File: config.mk
export PLATFORM = sky130hd
export DESIGN_NAME = mcpu_div
export DESIGN_NICKNAME = d
export VERILOG_FILES = /design/src/sv/assert_macros.svh /design/src/sv/mcpu_pkg.sv /design/src/sv/mcpu_div.sv
export SDC_FILE = /design/constraint.sdc
export NUM_CORES = 1
export LEC_CHECK = 0
export BUFFER_PORTS_ARGS = -buffer_cell sky130_fd_sc_hd__buf_2
export CORE_MARGIN = 4
export CORE_UTILIZATION = 55
export CTS_CLUSTER_DIAMETER = 200
export DETAILED_ROUTE_END_ITERATION = 10
export PLACE_DENSITY = 0.87
export SLEW_MARGIN = 20
export SYNTH_ARGS = -nofsm -noshare
export SYNTH_HDL_FRONTEND = slang
export SYNTH_SLANG_ARGS = --single-unit
File: constraint.sdc
create_clock -name clk -period 3.6 [get_ports clk]
set_input_delay 0.36 -clock clk [delete_from_list [all_inputs] [get_ports clk]]
set_output_delay 0.36 -clock clk [all_outputs]
set_load 0.02 [all_outputs]
File: src/sv/assert_macros.svh
// Assertion macros shared by the execute unit RTL.
`ifndef ASSERT_MACROS_SVH
`define ASSERT_MACROS_SVH
`ifndef SYNTH
`define ASSERT_IMP(lbl, clk, rstn, ante, cons) \
    lbl: assert property (@(posedge clk) disable iff (!rstn) (ante) |-> (cons)) \
        else $error("assertion failed");
`define ASSERT_NXT(lbl, clk, rstn, ante, cons) \
    lbl: assert property (@(posedge clk) disable iff (!rstn) (ante) |=> (cons)) \
        else $error("assertion failed");
`else
`define ASSERT_IMP(lbl, clk, rstn, ante, cons)
`define ASSERT_NXT(lbl, clk, rstn, ante, cons)
`endif
`endif

File: src/sv/mcpu_pkg.sv
// Types, opcodes, fault codes and helper functions of the execute unit.
package mcpu_pkg;

    typedef logic [31:0] word_t;
    typedef logic [4:0]  opcode_t;
    typedef logic [2:0]  fault_t;
    typedef logic [1:0]  flag_t;

    localparam int unsigned STACK_REG = 15;
    localparam word_t NEWLINE_CHAR = 32'd10;

    localparam opcode_t OP_HALT  = 5'd0;
    localparam opcode_t OP_IN    = 5'd1;
    localparam opcode_t OP_OUT   = 5'd2;
    localparam opcode_t OP_LDN   = 5'd3;
    localparam opcode_t OP_ADD   = 5'd4;
    localparam opcode_t OP_SUB   = 5'd5;
    localparam opcode_t OP_MUL   = 5'd6;
    localparam opcode_t OP_DIV   = 5'd7;
    localparam opcode_t OP_ADDN  = 5'd8;
    localparam opcode_t OP_SUBN  = 5'd9;
    localparam opcode_t OP_MULN  = 5'd10;
    localparam opcode_t OP_DIVN  = 5'd11;
    localparam opcode_t OP_JMP   = 5'd12;
    localparam opcode_t OP_JMPZ  = 5'd13;
    localparam opcode_t OP_JMPNZ = 5'd14;
    localparam opcode_t OP_JMPP  = 5'd15;
    localparam opcode_t OP_JMPN  = 5'd16;
    localparam opcode_t OP_LOAD  = 5'd17;
    localparam opcode_t OP_LOADB = 5'd18;
    localparam opcode_t OP_STOR  = 5'd19;
    localparam opcode_t OP_STORB = 5'd20;
    localparam opcode_t OP_PUSH  = 5'd21;
    localparam opcode_t OP_POP   = 5'd22;
    localparam opcode_t OP_JSR   = 5'd23;
    localparam opcode_t OP_RET   = 5'd24;

    localparam fault_t FAULT_NONE     = 3'd0;
    localparam fault_t FAULT_BAD_REG  = 3'd1;
    localparam fault_t FAULT_BAD_ADDR = 3'd2;
    localparam fault_t FAULT_OVERFLOW = 3'd3;
    localparam fault_t FAULT_EMPTY    = 3'd4;
    localparam fault_t FAULT_DIV_ZERO = 3'd5;
    localparam fault_t FAULT_BAD_OP   = 3'd6;
    localparam fault_t FAULT_HALTED   = 3'd7;

    localparam flag_t FLAG_NEG  = 2'd0;
    localparam flag_t FLAG_POS  = 2'd1;
    localparam flag_t FLAG_ZERO = 2'd2;

    function automatic logic [1:0] op_words(input opcode_t op);
        logic [1:0] w;
        case (op) inside
            OP_HALT, OP_RET: w = 2'd0;
            OP_JMP, OP_JMPZ, OP_JMPNZ, OP_JMPP, OP_JMPN,
            OP_PUSH, OP_POP, OP_JSR: w = 2'd1;
            OP_IN, OP_OUT, OP_LDN, OP_LOAD, OP_STOR: w = 2'd2;
            default: w = 2'd3;
        endcase
        return w;
    endfunction

    function automatic flag_t flag_of(input word_t v);
        flag_t f;
        if (v == 32'd0) begin
            f = FLAG_ZERO;
        end else if (v[31]) begin
            f = FLAG_NEG;
        end else begin
            f = FLAG_POS;
        end
        return f;
    endfunction

endpackage

File: src/sv/mcpu_div.sv
// Iterative signed divider, one quotient bit per cycle, truncating toward zero.
module mcpu_div (
    input  logic           clk,
    input  logic           rst_n,
    input  logic           start,
    input  mcpu_pkg::word_t dividend,
    input  mcpu_pkg::word_t divisor,
    output logic           done,
    output mcpu_pkg::word_t quotient
);
    import mcpu_pkg::*;

    logic        busy_reg;
    logic        done_reg;
    logic [4:0]  cnt_reg;
    word_t       q_reg;
    word_t       r_reg;
    word_t       d_reg;
    logic        neg_reg;
    logic [32:0] rem_sh;
    logic [32:0] diff;

    assign rem_sh = {r_reg, q_reg[31]};
    assign diff   = rem_sh - {1'b0, d_reg};

    always_ff @(posedge clk) begin
        if (!rst_n) begin
            busy_reg <= 1'b0;
            done_reg <= 1'b0;
            cnt_reg  <= '0;
        end else begin
            done_reg <= 1'b0;
            if (start) begin
                busy_reg <= 1'b1;
                cnt_reg  <= '0;
            end else if (busy_reg) begin
                cnt_reg <= cnt_reg + 5'd1;
                if (cnt_reg == 5'd31) begin
                    busy_reg <= 1'b0;
                    done_reg <= 1'b1;
                end
            end
        end
    end

    always_ff @(posedge clk) begin
        if (start) begin
            q_reg   <= dividend[31] ? (32'd0 - dividend) : dividend;
            d_reg   <= divisor[31] ? (32'd0 - divisor) : divisor;
            r_reg   <= '0;
            neg_reg <= dividend[31] ^ divisor[31];
        end else if (busy_reg) begin
            if (!diff[32]) begin
                r_reg <= diff[31:0];
                q_reg <= {q_reg[30:0], 1'b1};
            end else begin
                r_reg <= rem_sh[31:0];
                q_reg <= {q_reg[30:0], 1'b0};
            end
        end
    end

    assign done     = done_reg;
    assign quotient = neg_reg ? (32'd0 - q_reg) : q_reg;
endmodule

==> impl_metrics.ini, run 1 <==
[final_layout]
diodes = 0
register_area_sq_mm = 0.002734
fillers = 1074
drive_above_1_share_pct = 19.04
fin_util_pct = 65.16
multiInputGateArea_sq_mm = 0.004710
area_growth_pct = 14.63
nets = 1035
stdcell_count = 1111

[clock_tree]
clk_latency_ps = 350
clock_tree.root_cell = clkbuf_16
clk_pin_slew_ps = 70
h-tree-depth = 3
cts_buffers = 9
cts_hold_buf = 0
cts_sinks = 104
cts_tree = built
clockBufferDepth = 2

[setup_path]
crit_type = reg2out
reg2reg_to = r_reg[9]$_SDFFE_PP0P_
endpoint_kind = primary output
crit_path_start_kind = register
worstPathMaxFanout = 4
rr_worst_depth = 14
arrival_ps = 3190
timing.rr.start = q_reg[31]$_DFFE_PP_
required_ps = 3240
rrSetupSlack_ps = 240

[detailed_routing]
firstDrtPassIters = 5
drtAntennaViolNets = 0
routed_via_density = 5.794
drtIter0Drc = 466
drc = 0
wire_per_inst_um = 15.21
wl_mm = 16.90
vias = 6437

[power]
p_leak_nw = 3.551
p_switching_mw = 1.274
p_sw_share_pct = 33.60
p_clk_share_pct = 25.5
power_density_mw_per_mm2 = 432.5
pwr-share-seq_pct = 40.2
intPower_mw = 2.517
power_mw = 3.791
combPwrFrac_pct = 34.3
vdd_ir_drop_max_uv = 247.1

[synth]
synthesis.area_sq_mm = 0.007647
synth_top_area_share_pct = 25.52
ys_seq_area_share_pct = 35.73
synthDistinctLibCells = 66
synth_area_leader_cell = edfxtp_1
ys_ff_latch = 104
synthTopCellsByArea = edfxtp_1 26%, dfxtp_1 10%, xnor2_1 8.5%
synth_most_common_cell = nor2_1
ys_top_cells_by_count = 84 x nor2_1, 74 x xnor2_1, 65 x edfxtp_1
syn_inst = 837
syn_avg_cell_area_sq_um = 9.137
syn-num-nets = 942
synth_ff_type = edfxtp_1
ys_warn_count = 0
synth_edf_count = 65
async_reset_ff_share_pct = 0

[die]
coreArea_sq_mm = 0.01345
die_area_sq_mm = 0.01585
die_height_um = 125.9
start_util_pct = 56.85
io-pin-count = 100
num_rows = 42
die_x_um = 125.9

[sta]
final.setup.worst_slack_ps = 54.73
rsz0062_at_grt = yes
max_clock_freq_ghz = 0.2821
min_period_over_period_pct = 98.48
setup_viol = 0
tightest_slew_ps = 1050
setup_tns_ps = 0
slew_violations = 0
min_period_ps = 3545
hold_viol_final = 0
finalClockSkew_ps = 11.24
max-slew-margin-rel_pct = 30.03

[status]
status = completed

[hold_path]
hold_depth = 2
worstHoldPathType = in2reg
min_to = busy_reg$_SDFF_PN0_
min_from = rst_n

[global_route]
grt_pass1_vias = 6003
grt_max_degree = 52
antenna_found_initial = 0
grt_overflow = 0
grt_usage_pct = 20.86
grt_pass1_wl_mm = 28.08

[placed_design]
io_buffers = 99
place_ws_ps = 136.8
placed_cells = 1086
dp.final_hpwl_mm = 12.56
place_congestion = 0.8966

[flow_run]
maxCapViolCount = 0
## kinds of logic after synthesis
family	after synthesis	synth area share (%)
AOI/OAI and AO/OA	220	19.03
xor gates and xnor gates	118	13.76
and+or+nand+nor	241	16.31
buffers and inverters	82	4.368
DFF	104	35.73
muxes	34	4.483
adders and majority gates	38	6.315
## stage by stage
| step | hold WS, ps | area [sq um] |
|---|---|---|
| after detailed placement | 501.2 | 8285 |
| after CTS | 232.3 | 8680 |
| after floorplan | 458.9 | 7647 |
| final | 231.2 | 8766 |
| after global routing | 255.4 | 8766 |
| after global placement | 481.6 | 8285 |
## final cells by class
cell class | instances | share of cell area, %
clock buffer | 13 | 2.741
clock inverter | 3 | 0.5281
inverter | 48 | 2.055
multi-input combinational | 652 | 53.73
sequential | 104 | 31.19
tap | 176 | 2.512
timing repair buffer | 115 | 7.251
## worst max-delay path by stage
stage	from	endpoint	slack, ps
after global routing	q_reg[31]$_DFFE_PP_	r_reg[31]$_SDFFE_PP0P_	-40
after CTS	q_reg[1]$_DFFE_PP_	quotient[29]	-30
after floorplan	q_reg[0]$_DFFE_PP_	quotient[28]	470
after detailed placement	q_reg[31]$_DFFE_PP_	r_reg[9]$_SDFFE_PP0P_	140
final	q_reg[6]$_DFFE_PP_	quotient[28]	50
after global placement	q_reg[31]$_DFFE_PP_	r_reg[25]$_SDFFE_PP0P_	280
## per-layer routing
| metal | vias up | track usage [%] | routed length [um] |
|---|---|---|---|
| li1 | 3230 | - | - |
| met1 | 2978 | 28.63 | 7666 |
| met2 | 206 | 35.09 | 7976 |
| met3 | 23 | 2.286 | 1022 |
| met4 | 0 | 5.868 | 236 |
| met5 | - | 0 | 0 |
## layout by cell type, fill, tap and decap left out, types with 3 or more instances in the layout
master     count
nor3_1         7
clkbuf_1       4
nand2b_1      15
nor4_1         3
or3_4         10
o41ai_2        4
o211ai_1       4
nor3b_1        5
a31oi_1        4
nand2_1       48
xor2_1        43
o21a_1         7
nor2b_1        4
clkbuf_16      9
o21ai_0       43
nor2_1        84
buf_4         18
mux2i_1       32
or4_4          5
o41ai_1        9
o31ai_1       22
dfxtp_1       38
or2_1          3
edfxtp_1      65
xnor2_1       74
or2_2          6
inv_1         44
a21oi_1       59
ha_1          36
a211oi_1      29
or4_1         11
inv_2          4
buf_2         96
a21o_1        12
nand3_1        8
o22ai_1        4
or3_1         12
## worst max-delay path, cell delays in order, from the launching register on
cell and delay, ps:
edfxtp_1 410, or4_4 560, or3_4 410, or3_4 380
or3_4 360, nand2b_4 170, o31ai_4 240, xnor2_1 140
buf_4 170
## power by group through the flow
stage	logic (mW)	registers [mW]	clock network [mW]
floorplan	0.952	1.50	0
global placement	1.21	1.54	0
detailed placement	1.24	1.54	0
CTS	1.28	1.51	0.969
global route	1.44	1.54	1.03
finish	1.30	1.52	0.965
## repair_timing
item,CTS,global route
resized for setup,14,14
gates cloned,0,1
setup endpoints to repair,6,36
pin swaps,2,8
setup buffers,7,1
Power figures use the tool's default switching activity.
==> run 2, diff against run 1 <==
Settings changed: CORE_ASPECT_RATIO set to 1.5, MAX_ROUTING_LAYER set to met4.
==> impl_metrics.ini, run 2 (synthesized netlist as in run 1, its figures left out) <==
[power]
p_switching_mw = 1.253
vdd_ir_drop_max_uv = 256.8
power_mw = 3.777
p_sw_share_pct = 33.17
p_clk_share_pct = 25.2
intPower_mw = 2.524
pwr-share-seq_pct = 40.1
combPwrFrac_pct = 34.7
p_leak_nw = 3.607
power_density_mw_per_mm2 = 428.4

[die]
coreArea_sq_mm = 0.01360
num_rows = 52
die_height_um = 152.4
start_util_pct = 56.24
die_area_sq_mm = 0.01589
die_x_um = 104.3
io-pin-count = 100

[sta]
max-slew-margin-rel_pct = 24.52
min_period_ps = 3603
setup_viol = 1
tightest_slew_ps = 1132
rsz0062_at_grt = yes
finalClockSkew_ps = 4.407
fin_hold_ws_ps = 222.6
min_period_over_period_pct = 100.1
final.setup.worst_slack_ps = -2.720
slew_violations = 0
max_clock_freq_ghz = 0.2776
setup_tns_ps = -2.720
hold_viol_final = 0

[placed_design]
dpl_cell_area_sq_mm = 0.008303
io_buffers = 99
dp.final_hpwl_mm = 12.82
place_ws_ps = 165.1
place_congestion = 0.8977
placed_cells = 1075

[clock_tree]
clockBufferDepth = 2
h-tree-depth = 3
cts_buffers = 9
cts_hold_buf = 0
clk_pin_slew_ps = 70
cts_sinks = 104
clock_tree.root_cell = clkbuf_16
clk_latency_ps = 340
cts_tree = built

[detailed_routing]
firstDrtPassIters = 4
drtIter0Drc = 251
vias = 6500
drc = 0
wire_per_inst_um = 15.41
routed_via_density = 5.893
wl_mm = 17.00
drtAntennaViolNets = 0

[setup_path]
rrSetupSlack_ps = 190
timing.rr.start = q_reg[31]$_DFFE_PP_
rr_worst_depth = 14
endpoint_kind = primary output
crit_type = reg2out
required_ps = 3240
reg2reg_to = r_reg[25]$_SDFFE_PP0P_
worstPathMaxFanout = 4
arrival_ps = 3240
crit_path_start_kind = register

[final_layout]
layout.cell_area.non_filler_sq_mm = 0.008817
diodes = 0
stdcell_count = 1103
nets = 1041
drive_above_1_share_pct = 19.87
area_growth_pct = 15.30
final_cell_mix = 95 x buf_2, 84 x nor2_1, 73 x xnor2_1
fin_util_pct = 64.84
layout_commonest_cell = buf_2

[global_route]
antenna_found_initial = 0
grt_usage_pct = 21.74
grt_overflow = 0
grt_max_degree = 73
grt_pass1_wl_mm = 28.39
grt_pass1_vias = 6432

[hold_path]
worstHoldPathType = in2reg
min_to = d_reg[0]$_DFFE_PP_
hold_depth = 1
min_from = divisor[0]

[status]
status = finished with violations
violations = setup timing

[flow_run]
maxCapViolCount = 0
-- run 2: worst max path at each step --
stage                        from      endpoint  slack [ps]  depth (start not counted)
2_1_floorplan  q_reg[0]$_DFFE_PP_  quotient[28]         470                         10
3_3_place_gp   q_reg[4]$_DFFE_PP_  quotient[31]         150                          9
3_5_place_dp   q_reg[0]$_DFFE_PP_  quotient[28]         170                         11
4_1_cts        q_reg[1]$_DFFE_PP_  quotient[25]           5                          9
5_1_grt        q_reg[1]$_DFFE_PP_  quotient[30]         -70                         11
6_report       q_reg[1]$_DFFE_PP_  quotient[23]          -3                         10
-- run 2: layout make-up --
cell class | count | area (sq um)
Timing Repair Buffer | 122 | 703.2
Inverter | 48 | 180.2
Tap cell | 162 | 202.7
Clock inverter | 6 | 60.06
Fill cell | 1106 | 4781
Clock buffer | 10 | 229.0
Sequential cell | 104 | 2734
Multi-Input combinational cell | 651 | 4708
-- run 2: critical path: stages, from the launching register on --
cell      delay, ps
edfxtp_1        410
inv_2            90
nand2_1          60
or4_4           440
or3_4           370
or3_4           340
or3_4           410
buf_4           150
o21ai_0         220
xnor2_1         190
buf_2           210
-- run 2: repair_timing --
action / in CTS / in global routing
pin swaps: 5 / 6
setup buffers: 10 / 2
gates resized for setup: 21 / 9
endpoints found under the setup margin: 9 / 10
-- run 2: routing by layer --
metal | wire [um] | GRT usage [%]
met5 | 0 | -
met1 | 6933 | 23.84
met3 | 659 | 3.052
met2 | 8943 | 39.25
met4 | 460 | 8.745
-- run 2: power by group through the flow --
stage                     combinational (mW)  clock (mW)  sequential, mW
final                                   1.31       0.950            1.52
after detailed placement                1.26           0            1.53
after global placement                  1.24           0            1.53
after floorplan                        0.952           0            1.50
after CTS                               1.30       0.972            1.51
after global routing                    1.45        1.01            1.53
==> run 3, diff against run 2 <==
Settings changed: CORE_MARGIN 4 to 5.
==> impl_metrics.ini, run 3 (synthesized netlist as in run 1, its figures left out) <==
[power]
p_clk_share_pct = 24.1
combPwrFrac_pct = 35.1
intPower_mw = 2.448
pwr-share-seq_pct = 40.7
vdd_ir_drop_max_uv = 256.0
p_sw_share_pct = 34.14
power_density_mw_per_mm2 = 423.0
p_switching_mw = 1.269
p_leak_nw = 3.587

[clock_tree]
cts_hold_buf = 0
clock_tree.root_cell = clkbuf_16
cts_sinks = 104
cts_buffers = 9
clk_latency_ps = 340
clockBufferDepth = 2
cts_tree = built
clk_pin_slew_ps = 70
h-tree-depth = 3

[status]
status = completed

[global_route]
grt_pass1_vias = 6385
grt_max_degree = 67
grt_usage_pct = 21.24
grt_overflow = 0
antenna_found_initial = 0
grt_pass1_wl_mm = 28.48

[sta]
min_period_over_period_pct = 98.48
slew_violations = 0
setup_viol = 0
setup_tns_ps = 0
finalClockSkew_ps = 8.688
tightest_slew_ps = 848.3
min_period_ps = 3545
fin_hold_ws_ps = 258.5
final.setup.worst_slack_ps = 54.60
rsz0062_at_grt = yes
max-slew-margin-rel_pct = 42.93
hold_viol_final = 0
max_clock_freq_ghz = 0.2821

[detailed_routing]
vias = 6398
wl_mm = 17.13
drc = 0
firstDrtPassIters = 5
drtIter0Drc = 338
routed_via_density = 5.811
wire_per_inst_um = 15.56
drtAntennaViolNets = 0

[die]
die_area_sq_mm = 0.01641
io-pin-count = 100
num_rows = 52
die_x_um = 106.3
start_util_pct = 56.24
coreArea_sq_mm = 0.01360
die_height_um = 154.4

[setup_path]
arrival_ps = 3190
crit_slowest_cell = or4_4
crit_chain = inv_1 -> nand2_2 -> or4_4 -> or3_4 -> or3_4 -> or3_4 -> inv_4 -> nand2_4 -> o41ai_4 -> xnor2_1 -> buf_4
endpoint_kind = primary output
critPathMaxStageDelay_ps = 440
rr_worst_depth = 13
worst-path-stages = 11
crit_type = reg2out
cp_num_buf_inv = 3
crit_path_start_kind = register
required_ps = 3240
crit_family = simple AND/OR/NAND/NOR gates
crit_top_cell = or3_4
worstPathMaxFanout = 4

[hold_path]
worstHoldPathType = in2reg
hold_depth = 2

[final_layout]
fin_util_pct = 64.62
layout_commonest_cell = buf_2
final_cell_mix = 95 x buf_2, 84 x nor2_1, 73 x xnor2_1
area_growth_pct = 14.91
nets = 1039
drive_above_1_share_pct = 19.81
diodes = 0
stdcell_count = 1101

[placed_design]
placed_cells = 1075
place_congestion = 0.9057
io_buffers = 99
place_ws_ps = 153.2
dp.final_hpwl_mm = 12.99

[flow_run]
maxCapViolCount = 0
-- run 3: layout make-up --
class / count / area (sq um)
fill: 1114 / 4811
multi-input combinational: 651 / 4718
sequential: 104 / 2734
timing repair buffer: 120 / 683.2
clock buffer: 11 / 232.7
tap: 162 / 202.7
inverter: 48 / 182.7
clock inverter: 5 / 33.78
-- run 3: power by group through the flow --
| stage | Combinational (mW) | Sequential, mW | Clock, mW |
|---|---|---|---|
| detailed placement | 1.26 | 1.54 | 0 |
| floorplan | 0.952 | 1.50 | 0 |
| global route | 1.44 | 1.53 | 0.967 |
| global placement | 1.22 | 1.53 | 0 |
| finish | 1.31 | 1.51 | 0.897 |
| CTS | 1.29 | 1.51 | 0.916 |
-- run 3: what timing repair did --
item                                    CTS  global route
buffers inserted                          7             2
resized for setup                        20            14
pin swaps                                 3             7
endpoints found under the setup margin    9            10
-- run 3: through the flow --
stage | total power [mW] | area (sq um)
2_1_floorplan | 2.452 | 7647
3_3_place_gp | 2.757 | 8290
3_5_place_dp | 2.795 | 8290
4_1_cts | 3.719 | 8701
5_1_grt | 3.933 | 8787
6_report | 3.717 | 8787
-- run 3: worst paths after layout --
| path | startpoint | end | slack (ps) |
|---|---|---|---|
| setup / recovery | q_reg[0]$_DFFE_PP_ | quotient[29] | 50 |
| hold reg to reg | r_reg[14]$_SDFFE_PP0P_ | r_reg[14]$_SDFFE_PP0P_ | 510 |
| hold / removal | rst_n | busy_reg$_SDFF_PN0_ | 260 |
| setup reg to reg | q_reg[31]$_DFFE_PP_ | r_reg[30]$_SDFFE_PP0P_ | 110 |
-- run 3: metal layers --
metal	vias up	part of all wire [%]	track usage, %
li1	3242	-	-
met1	2964	41	24.49
met2	158	53	37.93
met3	34	4.2	2.252
met4	0	2.3	7.716
met5	-	0	-
