--- src/sv/assert_macros.svh ---
// Assertion macros shared by the execute unit RTL.
`ifndef ASSERT_MACROS_SVH
`define ASSERT_MACROS_SVH
`ifndef SYNTH
`define ASSERT_IMP(lbl, clk, rstn, ante, cons) \
    lbl: assert property (@(posedge clk) disable iff (!rstn) (ante) |-> (cons)) \
        else $error("assertion failed");
`define ASSERT_NXT(lbl, clk, rstn, ante, cons) \
    lbl: assert property (@(posedge clk) disable iff (!rstn) (ante) |=> (cons)) \
        else $error("assertion failed");
`else
`define ASSERT_IMP(lbl, clk, rstn, ante, cons)
`define ASSERT_NXT(lbl, clk, rstn, ante, cons)
`endif
`endif

--- src/sv/mcpu_ram.sv ---
// Generic single-port-write, single-port-read RAM with registered read data.
module mcpu_ram #(
    parameter int WIDTH = 32,
    parameter int DEPTH = 16
) (
    input  logic                     clk,
    input  logic                     we,
    input  logic [$clog2(DEPTH)-1:0] waddr,
    input  logic [WIDTH-1:0]         wdata,
    input  logic [$clog2(DEPTH)-1:0] raddr,
    output logic [WIDTH-1:0]         rdata
);
    logic [WIDTH-1:0] mem [DEPTH];
    logic [WIDTH-1:0] rdata_reg;

    always_ff @(posedge clk) begin
        if (we) begin
            mem[waddr] <= wdata;
        end
        rdata_reg <= mem[raddr];
    end

    assign rdata = rdata_reg;
endmodule

--- config.mk ---
export PLATFORM = sky130hd
export DESIGN_NAME = mcpu_ram
export DESIGN_NICKNAME = d
export VERILOG_FILES = /design/src/sv/assert_macros.svh /design/src/sv/mcpu_ram.sv
export SDC_FILE = /design/constraint.sdc
export NUM_CORES = 1
export LEC_CHECK = 0
export BUFFER_PORTS_ARGS = -buffer_cell sky130_fd_sc_hd__buf_2
export CAP_MARGIN = 20
export CORE_MARGIN = 2
export CORE_UTILIZATION = 30
export DETAILED_ROUTE_END_ITERATION = 6
export SLEW_MARGIN = 20
export SYNTH_ARGS = -nofsm -noshare
export SYNTH_HDL_FRONTEND = slang
export SYNTH_SLANG_ARGS = --single-unit
--- constraint.sdc ---
create_clock -name clk -period 3.29 [get_ports clk]
set_input_delay 0.1645 -clock clk [delete_from_list [all_inputs] [get_ports clk]]
set_output_delay 0.1645 -clock clk [all_outputs]
set_load 0.01 [all_outputs]
==> results.md, run 1 <==
* Status: complete, no violations
* CP cell instances: buf_2, nand3b_1, nor2_4, buf_12
* Post-Syn Area at 19850 µm²
* Setup TNS at 0 ns
* Min setup slack post-route at 1.744 ns
* Crit-path max cell delay at 0.83 ns
* Die Y at 261.3 µm
* HPWL Detailed at 23.61 mm
* Htree depth at 2
* Psw at 2.956 mW
* DIE AREA at 68250 µm²
* Longest Clk Path Bufs at 3
* Worst Hold Path EP: mem[12][6]
* Critical-path top delay cell: nor2_4
* Post-CTS Setup Bufs at 0
* Core ar. at 65630 µm²
* Adder-cell share of the synthesized area at 0
* First-pass GRT wire length at 64.36 mm
* Critical path fanouts, max at 17
* Port-buffer cells at 73
* Worst Tran Pin Value at 1.025 ns
* PwrDens at 622.5 nW/µm²
* RSZ-0062 raised after global routing: no
* Yosys warnings at 0
* Remaining Overflow, GRT at 0
* Vias in the first global route at 9598
* GP Congestion at 0.7305
* Period utilisation layout at 0.4699
* Largest net degree at the start of global routing at 40
* RR Startpoint: mem[3][5]
* Layout cells sized above 1 at 0.3281
* CTS Buf Count at 52
* DIE WIDTH at 261.3 µm
* Vias/cell at 4.800
* Syn Area/Cell at 23.69 µm²
* Internal power at 11.76 mW
* Antenna fix cells at 0
* Worst reg2reg path endpoint: rdata[5]
* Final Routed Wirelength at 43.86 mm
* Placed cell count at 1764
* Kind of end point of the critical path: register
* Mux share of post-synthesis cell area at 0.1452
* Combinational family with the most area after synthesis: multiplexers
* FF-to-FF setup slack at 1.90 ns
* Layout area overhead at 19.04%
* Final net count at 1028
* Placed Instance Area at 21530 µm²
* Hold_ws at 0.08342 ns
* Final number of setup-violating endpoints at 0
* GRT Overall Usage at 0.1296
* Max Clk Rate at 0.6469 GHz
* Number of synthesized register bits at 544
* Max Slew Vio Count at 0
* R2R cell count at 3
* Largest register FFs at 512
* Router iterations before antenna repair at 5
* Post-Synth Simple-Gate Area at 0.01273
* Compound-Gate Fraction of Synth Area at 0.02420
* Initial Utilization at 0.3025
* Max cap viols at 0
* Crit Path Class: input pin to register
* DRT iter0 DRCs at 790
* Antenna violations before repair at 3
* Sequential power share at 0.530
* Logic gate share of total power at 0.050
* Sequential element share of the synthesized area at 0.8067
* Pleak at 7.528 nW
* Sw Ratio at 0.2009
* Non-Filler Instances at 1891
* Post-synthesis cell type count at 18
* Clk pin slew, worst setup/hold paths at 0.06 ns
* Endpoints failing hold at 0
* Crit path launch type: input pin
* Clk root buf: clkbuf_16
* CP required at 3.54 ns
* Worst skew pair latency at 0.57 ns
* Most frequent cells in the layout: edfxtp_1 (512), mux4_2 (128), buf_2 (71)
* Detail Route Antenna Nets at 0
* Clk pwr share at 0.420
* Min-delay src: waddr[1]
* Post-Synthesis Cells at 838
* Worst min-delay path class: input pin to register
* Via Count at 9077
* CTS tree: built
* Peak supply drop at 338.6 µV
* Post-DR wirelength/cell at 23.19 µm
* Total clock sinks at 544
* Xor-xnor portion of the synthesized cell area at 0
* Most common cell after layout, fill and taps aside: edfxtp_1
* Tot Pwr at 14.71 mW
* Headroom to the max-slew limit at 0.3167
* DRC at 0
* Cell Rows at 94
* Pre-CTS setup slack at 1.165 ns
* # IOs at 74
* Final instance area at 23640 µm²
* Post-Syn Nets at 880
* Worst Skew at 0.01239 ns
* Min-Delay Path Depth at 2
* CP arrival at 1.80 ns
* Final core utilization at 0.3601
* Crit path time final at 1.546 ns
-- Yosys cell counts --
master    count  area share
clkbuf_1     17      0.0032
nand2b_1      2     0.00063
nor2_1       13      0.0025
buf_6         2      0.0011
nand2_1      33      0.0062
nand3b_1      2     0.00076
nor3_1        4      0.0010
buf_4        11      0.0042
dfxtp_1      32       0.032
or3b_2        1     0.00044
nor2b_1       2     0.00063
edfxtp_1    512        0.77
and2_1        1     0.00032
nand3_1       1     0.00025
mux4_2      128        0.15
a22oi_1      64       0.024
buf_2         4      0.0010
buf_1         9      0.0017
-- power by group through the flow --
| stage | combinational [mW] | sequential [mW] | clock, mW |
|---|---|---|---|
| floorplan | 0.372 | 7.95 | 0 |
| global placement | 0.698 | 7.95 | 0 |
| detailed placement | 0.711 | 7.95 | 0 |
| CTS | 0.747 | 7.81 | 6.31 |
| global route | 0.793 | 7.81 | 6.57 |
| finish | 0.730 | 7.80 | 6.18 |
-- how the worst max path moves through the flow --
stage | end | startpoint | slack [ns]
2_1_floorplan | mem[8][0] | waddr[2] | 0.25
3_3_place_gp | mem[6][24] | waddr[3] | 1.24
3_5_place_dp | mem[6][24] | waddr[3] | 1.16
4_1_cts | mem[6][28] | waddr[3] | 1.75
5_1_grt | mem[6][28] | waddr[3] | 1.66
6_report | mem[6][28] | waddr[3] | 1.74
-- per-layer routing --
layer | GRT usage | part of all wire | up-vias
met5 | 0 | 0.00027 | -
met4 | 0.03046 | 0.019 | 2
met3 | 0.02565 | 0.059 | 59
met2 | 0.2083 | 0.47 | 262
met1 | 0.1824 | 0.45 | 4884
li1 | - | - | 3870
-- what timing repair did --
action | CTS | global route
hold buffers | 32 | 0
resized for setup | 0 | 0
endpoints found under the hold margin | 512 | 0
-- layout make-up --
class / count / area, µm²
clock inverters: 28 / 344.1
clock buffers: 67 / 1439
repair buffers: 137 / 999.7
multi-input cells: 251 / 3756
well taps: 864 / 1081
flip-flops and latches: 544 / 16020
fillers: 5972 / 41990
-- worst max-delay path: cells and delay by family --
kind,cells,cell delay [ns]
buffers and inverters,2,0.42
AND/OR/NAND/NOR,2,1.19
-- kinds of logic (layout without fill, tap and decap cells) --
group | count (synthesis) | count (layout)
flops | 544 | 544
mux | 128 | 128
buf+inv | 43 | 232
simple gates | 59 | 59
compound gates | 64 | 64
Note: power is estimated with default switching activity, not from simulation.
==> run 2, diff against run 1 <==
--- a/config.mk
+++ b/config.mk
@@ -5,6 +5,7 @@
 export SDC_FILE = /design/constraint.sdc
 export NUM_CORES = 1
 export LEC_CHECK = 0
+export ABC_AREA = 1
 export BUFFER_PORTS_ARGS = -buffer_cell sky130_fd_sc_hd__buf_2
 export CAP_MARGIN = 20
 export CORE_MARGIN = 2
==> constraint.sdc (replaced) <==
create_clock -name clk -period 1.25 [get_ports clk]
set_input_delay 0.0625 -clock clk [delete_from_list [all_inputs] [get_ports clk]]
set_output_delay 0.0625 -clock clk [all_outputs]
set_load 0.01 [all_outputs]
==> results.md, run 2 <==
* Most common cell after layout, fill and taps aside: nand2_1
* Critical Path Start: rdata[11]
* Max Slew Vio Count at 0 (unchanged)
* Max cap viols at 0 (unchanged)
* Syn Area/Cell at 10.72 µm² (-55%)
* GRT Overall Usage at 0.1399 (+0.01028)
* Crit Path Class: register to output port
* Synth top area share at 0.6764 (-0.09800)
* Longest Clk Path Bufs at 3 (unchanged)
* Layout cells sized above 1 at 0.1072 (-0.2209)
* Via Count at 14530 (+60%)
* Number of synthesized register bits at 544 (unchanged)
* Logic gate share of total power at 0.069 (+0.019)
* Antenna fix cells at 0 (unchanged)
* Psw at 8.582 mW (+190%)
* Pleak at 11.24 nW (+49%)
* RR Startpoint: mem[1][15]
* Synth async-reset ratio at 0 (unchanged)
* Vias/cell at 4.465 (-7.0%)
* Dominant cell type by area after synthesis: edfxtp_1
* CTS Buf Count at 52 (unchanged)
* Htree depth at 2 (unchanged)
* # IOs at 74 (unchanged)
* Clk pin slew, worst setup/hold paths at 0.06 ns (about the same)
* Kind of end point of the critical path: output port
* Crit path time final at 1.208 ns
* Worst Tran Pin Value at 0.4015 ns (-0.6235 ns)
* Crit-path max cell delay at 0.38 ns (-0.45 ns)
* Sw Ratio at 0.2224 (+0.02147)
* DRC at 0 (unchanged)
* Sequential element share of the synthesized area at 0.7046 (-0.1021)
* Headroom to the max-slew limit at 0.7323 (+0.4157)
* Initial Utilization at 0.3043 (+0.001781)
* Remaining Overflow, GRT at 0 (unchanged)
* Port-buffer cells at 73 (unchanged)
* Vias in the first global route at 14230 (+48%)
* CTS tree: built
* First-pass GRT wire length at 84.12 mm (+31%)
* Status: complete, no violations
* DIE WIDTH at 279.3 µm (+6.9%)
* Min-delay src: raddr[1]
* Final Routed Wirelength at 54.62 mm (+25%)
* CP required at 1.19 ns (-2.35 ns)
* Critical-path top delay cell: dfxtp_1
* Synth top area cells: edfxtp_1 (68%), nand2_1 (11%), nand3_1 (8.5%)
* Final net count at 2285 (+120%)
* Endpoints failing hold at 0 (unchanged)
* Crit path launch type: register
* Yosys warnings at 0 (unchanged)
* Post-Syn Nets at 2162 (+150%)
* CP arrival at 1.15 ns (-0.65 ns)
* Period utilisation layout at 0.9667
* FF-to-FF setup slack at 0.19 ns (-1.71 ns)
* Cell Rows at 100 (+6.4%)
* Post-synth EDFFs at 512 (unchanged)
* Top cells by count, synth: nand2_1 (677), edfxtp_1 (512), inv_1 (388)
* Sequential power share at 0.532 (+0.002)
* Main flop type after synthesis: edfxtp_1
* Buffer and inverter count on the worst path at 1 (-1)
* PwrDens at 1435 nW/µm² (+130%)
* Largest net degree at the start of global routing at 55 (+38%)
* Internal power at 30.01 mW (+160%)
* Worst skew pair latency at 0.61 ns (+0.04 ns)
* Min-Delay Path Depth at 5 (+3)
* Delay-heaviest family, CP: flip-flops
* CP cell instances: buf_2
* RSZ-0062 raised after global routing: no
* Clk root buf: clkbuf_16
* Worst Skew at 0.02367 ns (+0.01127 ns)
* Die Y at 279.3 µm (+6.9%)
* GP Congestion at 0.7764 (+6.3%)
* Most frequent cells in the layout: nand2_1 (673), edfxtp_1 (512), inv_1 (386)
* DRT iter0 DRCs at 1198 (+52%)
* Post-synthesis cell type count at 15 (-3)
* Peak supply drop at 961.1 µV (+180%)
* Core ar. at 74700 µm² (+14%)
* Post-Syn Area at 22730 µm² (+14%)
* Total clock sinks at 544 (unchanged)
* Clk pwr share at 0.399 (-0.021)
* Antenna violations before repair at 0 (-3)
* Final number of setup-violating endpoints at 0 (unchanged)
* Critical path fanouts, max at 1 (-16)
* Detail Route Antenna Nets at 0 (unchanged)
* DIE AREA at 77990 µm² (+14%)
* Max Clk Rate at 0.8275 GHz
* Number of fill cells at 7128 (+19%)
* Router iterations before antenna repair at 6 (+1)
* Worst reg2reg path endpoint: rdata[15]
* Layout area overhead at 18.32%
* Setup TNS at 0 ns (unchanged)
* HPWL Detailed at 32.30 mm (+37%)
* Post-DR wirelength/cell at 16.79 µm (-28%)
* R2R cell count at 6 (+3)
* Final core utilization at 0.3601 (about the same)
* Largest register FFs at 512 (unchanged)
* Worst min-delay path class: input pin to register
* Post-Synthesis Cells at 2120 (+150%)
* Most common cell in the synthesized netlist: nand2_1
* Worst Hold Path EP: rdata[10]
[run 2: cell types whose count changed after synthesis, sizes merged, moves of 2 or more]
cell    previous run  this run
nand2             33       677
inv                0       390
nand3              1       385
mux4             128         0
buf               26        91
a22oi             64         0
nor2              13        17
nor3               4         0
clkbuf            17        14
nand2b             2         0
nor2b              2         0
[run 2: timing repair]
item	in CTS	in global routing
endpoints found under the setup margin	4	0
hold endpoints to repair	522	0
buffers inserted	0	0
hold buffers	33	0
resized for setup	4	0
[run 2: kinds of logic (layout without fill, tap and decap cells)]
logic type	Yosys count	after routing	synth area share
buf+inv	495	660	0.09539
flops	544	544	0.7046
simple gates	1081	1081	0.2000
[run 2: cell type report]
type / instances / area (µm²) / share of cell area
sequential: 544 / 16020 / 0.5956
multi-input combinational: 1081 / 4684 / 0.1742
timing repair buffer: 174 / 1856 / 0.06899
inverter: 390 / 1471 / 0.05471
clock buffer: 70 / 1409 / 0.05238
tap: 969 / 1212 / 0.04508
clock inverter: 26 / 242.7 / 0.009025
[run 2: how the worst max path moves through the flow]
stage / end / slack [ns] / cells past startpoint
floorplan: mem[10][0] / -0.15 / 2
global placement: mem[7][31] / -0.03 / 4
detailed placement: mem[7][31] / -0.03 / 4
CTS: rdata[11] / 0.00005 / 1
global route: rdata[11] / 0.003 / 1
finish: rdata[11] / 0.04 / 1
[run 2: tightest hold or removal path, cell delays in order]
cell	delay (ns)
buf_4	0.19
nand2_1	0.08
nand3_1	0.10
nand3_1	0.08
nand2_1	0.09
[run 2: metal layers]
metal / share of wire / vias up / global-route usage
met2: 0.48 / 395 / 0.2356
met4: 0.024 / 0 / 0.04508
met5: 0 / - / 0
li1: - / 7078 / -
met3: 0.049 / 78 / 0.02159
met1: 0.44 / 6977 / 0.1847
[run 2: power groups by stage]
stage	clock (mW)	sequential (mW)	combinational, mW
4_1_cts	15.8	20.5	2.72
6_report	15.4	20.5	2.68
5_1_grt	16.4	20.5	2.97
3_5_place_dp	0	20.9	2.62
2_1_floorplan	0	20.9	1.42
3_3_place_gp	0	20.9	2.57
[run 2: through the flow]
stage | instances | hold slack [ns] | instance area [µm²] | setup slack (ns) | power [mW]
after floorplan | 2120 | 0.1614 | 22870 | -0.1491 | 22.35
after global placement | 3125 | 0.4487 | 24910 | -0.02615 | 23.47
after CTS | 3254 | 0.006829 | 26900 | 0.00005074 | 38.99
final | 3254 | 0.02970 | 26900 | 0.04160 | 38.59
after detailed placement | 3125 | 0.4586 | 24910 | -0.03370 | 23.52
after global routing | 3254 | 0.07461 | 26900 | 0.003376 | 39.88
==> run 3, diff against run 2 <==
--- a/config.mk
+++ b/config.mk
@@ -11,6 +11,7 @@
 export CORE_MARGIN = 2
 export CORE_UTILIZATION = 30
 export DETAILED_ROUTE_END_ITERATION = 6
+export RECOVER_POWER = 25
 export SLEW_MARGIN = 20
 export SYNTH_ARGS = -nofsm -noshare
 export SYNTH_HDL_FRONTEND = slang
==> constraint.sdc (replaced) <==
create_clock -name clk -period 1.25 [get_ports clk]
set_input_delay 0.25 -clock clk [delete_from_list [all_inputs] [get_ports clk]]
set_output_delay 0.25 -clock clk [all_outputs]
set_load 0.01 [all_outputs]
==> results.md, run 3 (synthesis results as in run 2) <==
* Status: finished with violations
* Failing checks: negative setup slack
* Critical path fanouts, max at 1 (unchanged)
* Antenna violations before repair at 1 (+1)
* CP cell instances: buf_6
* Internal power at 31.06 mW (+3.5%)
* Clk pin slew, worst setup/hold paths at 0.06 ns (about the same)
* HPWL Detailed at 34.94 mm (+8.2%)
* Crit path launch type: register
* Initial Utilization at 0.3043 (unchanged)
* Tot Pwr at 40.14 mW (+4.0%)
* DIE AREA at 77990 µm² (unchanged)
* Vias in the first global route at 14760 (+3.7%)
* CTS tree: built
* Worst Tran Pin Value at 0.8893 ns (+0.4879 ns)
* Total clock sinks at 544 (unchanged)
* Crit path time final at 1.344 ns (+0.1352 ns)
* RR Startpoint: mem[1][3]
* Buffer and inverter count on the worst path at 1 (unchanged)
* Endpoints failing hold at 0 (unchanged)
* Router iterations before antenna repair at 5 (-1)
* R2R cell count at 6 (unchanged)
* Detail Route Antenna Nets at 0 (unchanged)
* Remaining Overflow, GRT at 0 (unchanged)
* Pleak at 11.51 nW (+2.4%)
* Number of fill cells at 7132 (+0.056%)
* Worst Skew at 0.02009 ns (-0.003581 ns)
* Most common cell after layout, fill and taps aside: nand2_1
* Via Count at 14820 (+2.0%)
* PwrDens at 1455 nW/µm² (+1.4%)
* Post-DR wirelength/cell at 17.00 µm (+1.3%)
* Max Slew Vio Count at 0 (unchanged)
* Core ar. at 74700 µm² (unchanged)
* First-pass GRT wire length at 86.79 mm (+3.2%)
* Hold_ws at 0.07922 ns (+0.04952 ns)
* CP required at 1.00 ns (-0.19 ns)
* Layout area overhead at 21.40%
* Area of the multi-input gates at 4720 µm² (+0.75%)
* Sw Ratio at 0.2262 (+0.003797)
* Headroom to the max-slew limit at 0.4071 (-0.3252)
* CP arrival at 1.09 ns (-0.06 ns)
* Antenna fix cells at 0 (unchanged)
* DIE WIDTH at 279.3 µm (unchanged)
* CTS Buf Count at 58 (+12%)
* Crit Path Class: register to output port
* Worst reg2reg path endpoint: rdata[3]
* # IOs at 74 (unchanged)
* Largest net degree at the start of global routing at 45 (-18%)
* Final instance area at 27600 µm² (+2.6%)
* Clk root buf: clkbuf_16
* Post-CTS Setup Bufs at 0 (unchanged)
* DRT iter0 DRCs at 1165 (-2.8%)
* Kind of end point of the critical path: output port
* Max Clk Rate at 0.7443 GHz (-10%)
* Psw at 9.080 mW (+5.8%)
* Htree depth at 2 (unchanged)
* Min setup slack post-route at -0.09362 ns (-0.1352 ns)
* Sequential cell area at 16060 µm² (+0.24%)
* Worst skew pair latency at 0.62 ns (about the same)
* Critical-path top delay cell: dfxtp_4
* Cell Rows at 100 (unchanged)
* DRC at 0 (unchanged)
* Peak supply drop at 1033 µV (+7.5%)
* Longest Clk Path Bufs at 3 (unchanged)
* CP Depth at 1 (unchanged)
* FF-to-FF setup slack at 0.22 ns (+0.03 ns)
* Worst min-delay path class: input pin to register
* Layout cells sized above 1 at 0.1345 (+0.02726)
* Die Y at 279.3 µm (unchanged)
* Clk pwr share at 0.416 (+0.017)
* Sequential power share at 0.512 (-0.020)
* RSZ-0062 raised after global routing: yes
* Final Routed Wirelength at 55.91 mm (+2.4%)
* Largest register FFs at 512 (unchanged)
* Most frequent cells in the layout: nand2_1 (672), edfxtp_1 (512), inv_1 (384), nand3_1 (384), buf_12 (63)
* Final number of setup-violating endpoints at 32 (+32)
* Vias/cell at 4.506 (+0.93%)
* Delay-heaviest family, CP: flip-flops
* Logic gate share of total power at 0.072 (+0.003)
* Final net count at 2312 (+1.2%)
* Port-buffer cells at 73 (unchanged)
* Period utilisation layout at 1.075 (+0.1082)
* Critical Path Start: rdata[31]
* Crit path capture: rdata[31]
* Crit-path max cell delay at 0.36 ns (-0.02 ns)
* Placed Instance Area at 25420 µm² (+2.0%)
* Max cap viols at 0 (unchanged)
* Setup TNS at -1.413 ns (-1.413 ns)
* GRT Overall Usage at 0.1446 (+0.004671)
* GP Congestion at 0.8050 (+3.7%)
-- run 3: cell types whose count changed in the layout (fill, tap and decap cells not counted), moves of 12 or more --
cell / before / now
dfxtp_2: 4 / 26
dlygate4sd3_1: 33 / 12
buf_4: 18 / 48
buf_2: 71 / 25
dfxtp_1: 28 / 3
buf_6: 0 / 29
buf_12: 51 / 63
clkbuf_1: 14 / 30
-- run 3: repair_timing --
item                                    4_1_cts  5_1_grt
gates cloned                                  0        0
gates resized for setup                      45       18
hold buffers                                 12        0
endpoints found under the setup margin       32       32
hold endpoints to repair                    129        0
-- run 3: power groups by stage --
stage | logic (mW) | registers [mW] | clock network [mW]
after global placement | 2.75 | 20.9 | 0
after floorplan | 1.43 | 20.9 | 0
final | 2.89 | 20.6 | 16.7
after detailed placement | 2.78 | 20.9 | 0
after global routing | 3.18 | 20.6 | 17.8
after CTS | 2.91 | 20.6 | 17.1
-- run 3: through the flow --
step	instances	utilization	setup WS, ns
3_3_place_gp	3167	0.3403	-0.2187
3_5_place_dp	3167	0.3403	-0.2420
2_1_floorplan	2120	-	-0.3366
5_1_grt	3289	0.3694	-0.1287
4_1_cts	3289	0.3688	-0.1375
6_report	3289	0.3694	-0.09362
-- run 3: area by class of cell --
cell class | instances | share of cell area
Multi-Input combinational cell | 1081 | 0.1710
Inverter | 390 | 0.05359
Timing Repair Buffer | 195 | 0.08229
Sequential cell | 544 | 0.5820
Clock buffer | 74 | 0.05586
Clock inverter | 36 | 0.01134
Tap cell | 969 | 0.04394
-- run 3: per-layer routing --
layer  global-route usage  wire length, µm  part of all wire  up-vias
met5                    0                9           0.00016        -
met4              0.04549             1298             0.023        2
met3              0.02176             2695             0.048       77
met2               0.2495            27760              0.50      390
met1               0.1865            24150              0.43     7187
li1                     -                -                 -     7165
-- run 3: worst min-delay path by stage --
stage	slack, ns	to	from	depth (start not counted)
floorplan	0.35	mem[0][0]	wdata[0]	0
global placement	0.64	mem[2][18]	wdata[18]	1
detailed placement	0.64	mem[2][18]	wdata[18]	1
CTS	0.007	mem[10][31]	wdata[31]	1
global route	0.08	rdata[26]	raddr[3]	4
finish	0.08	rdata[26]	raddr[3]	4
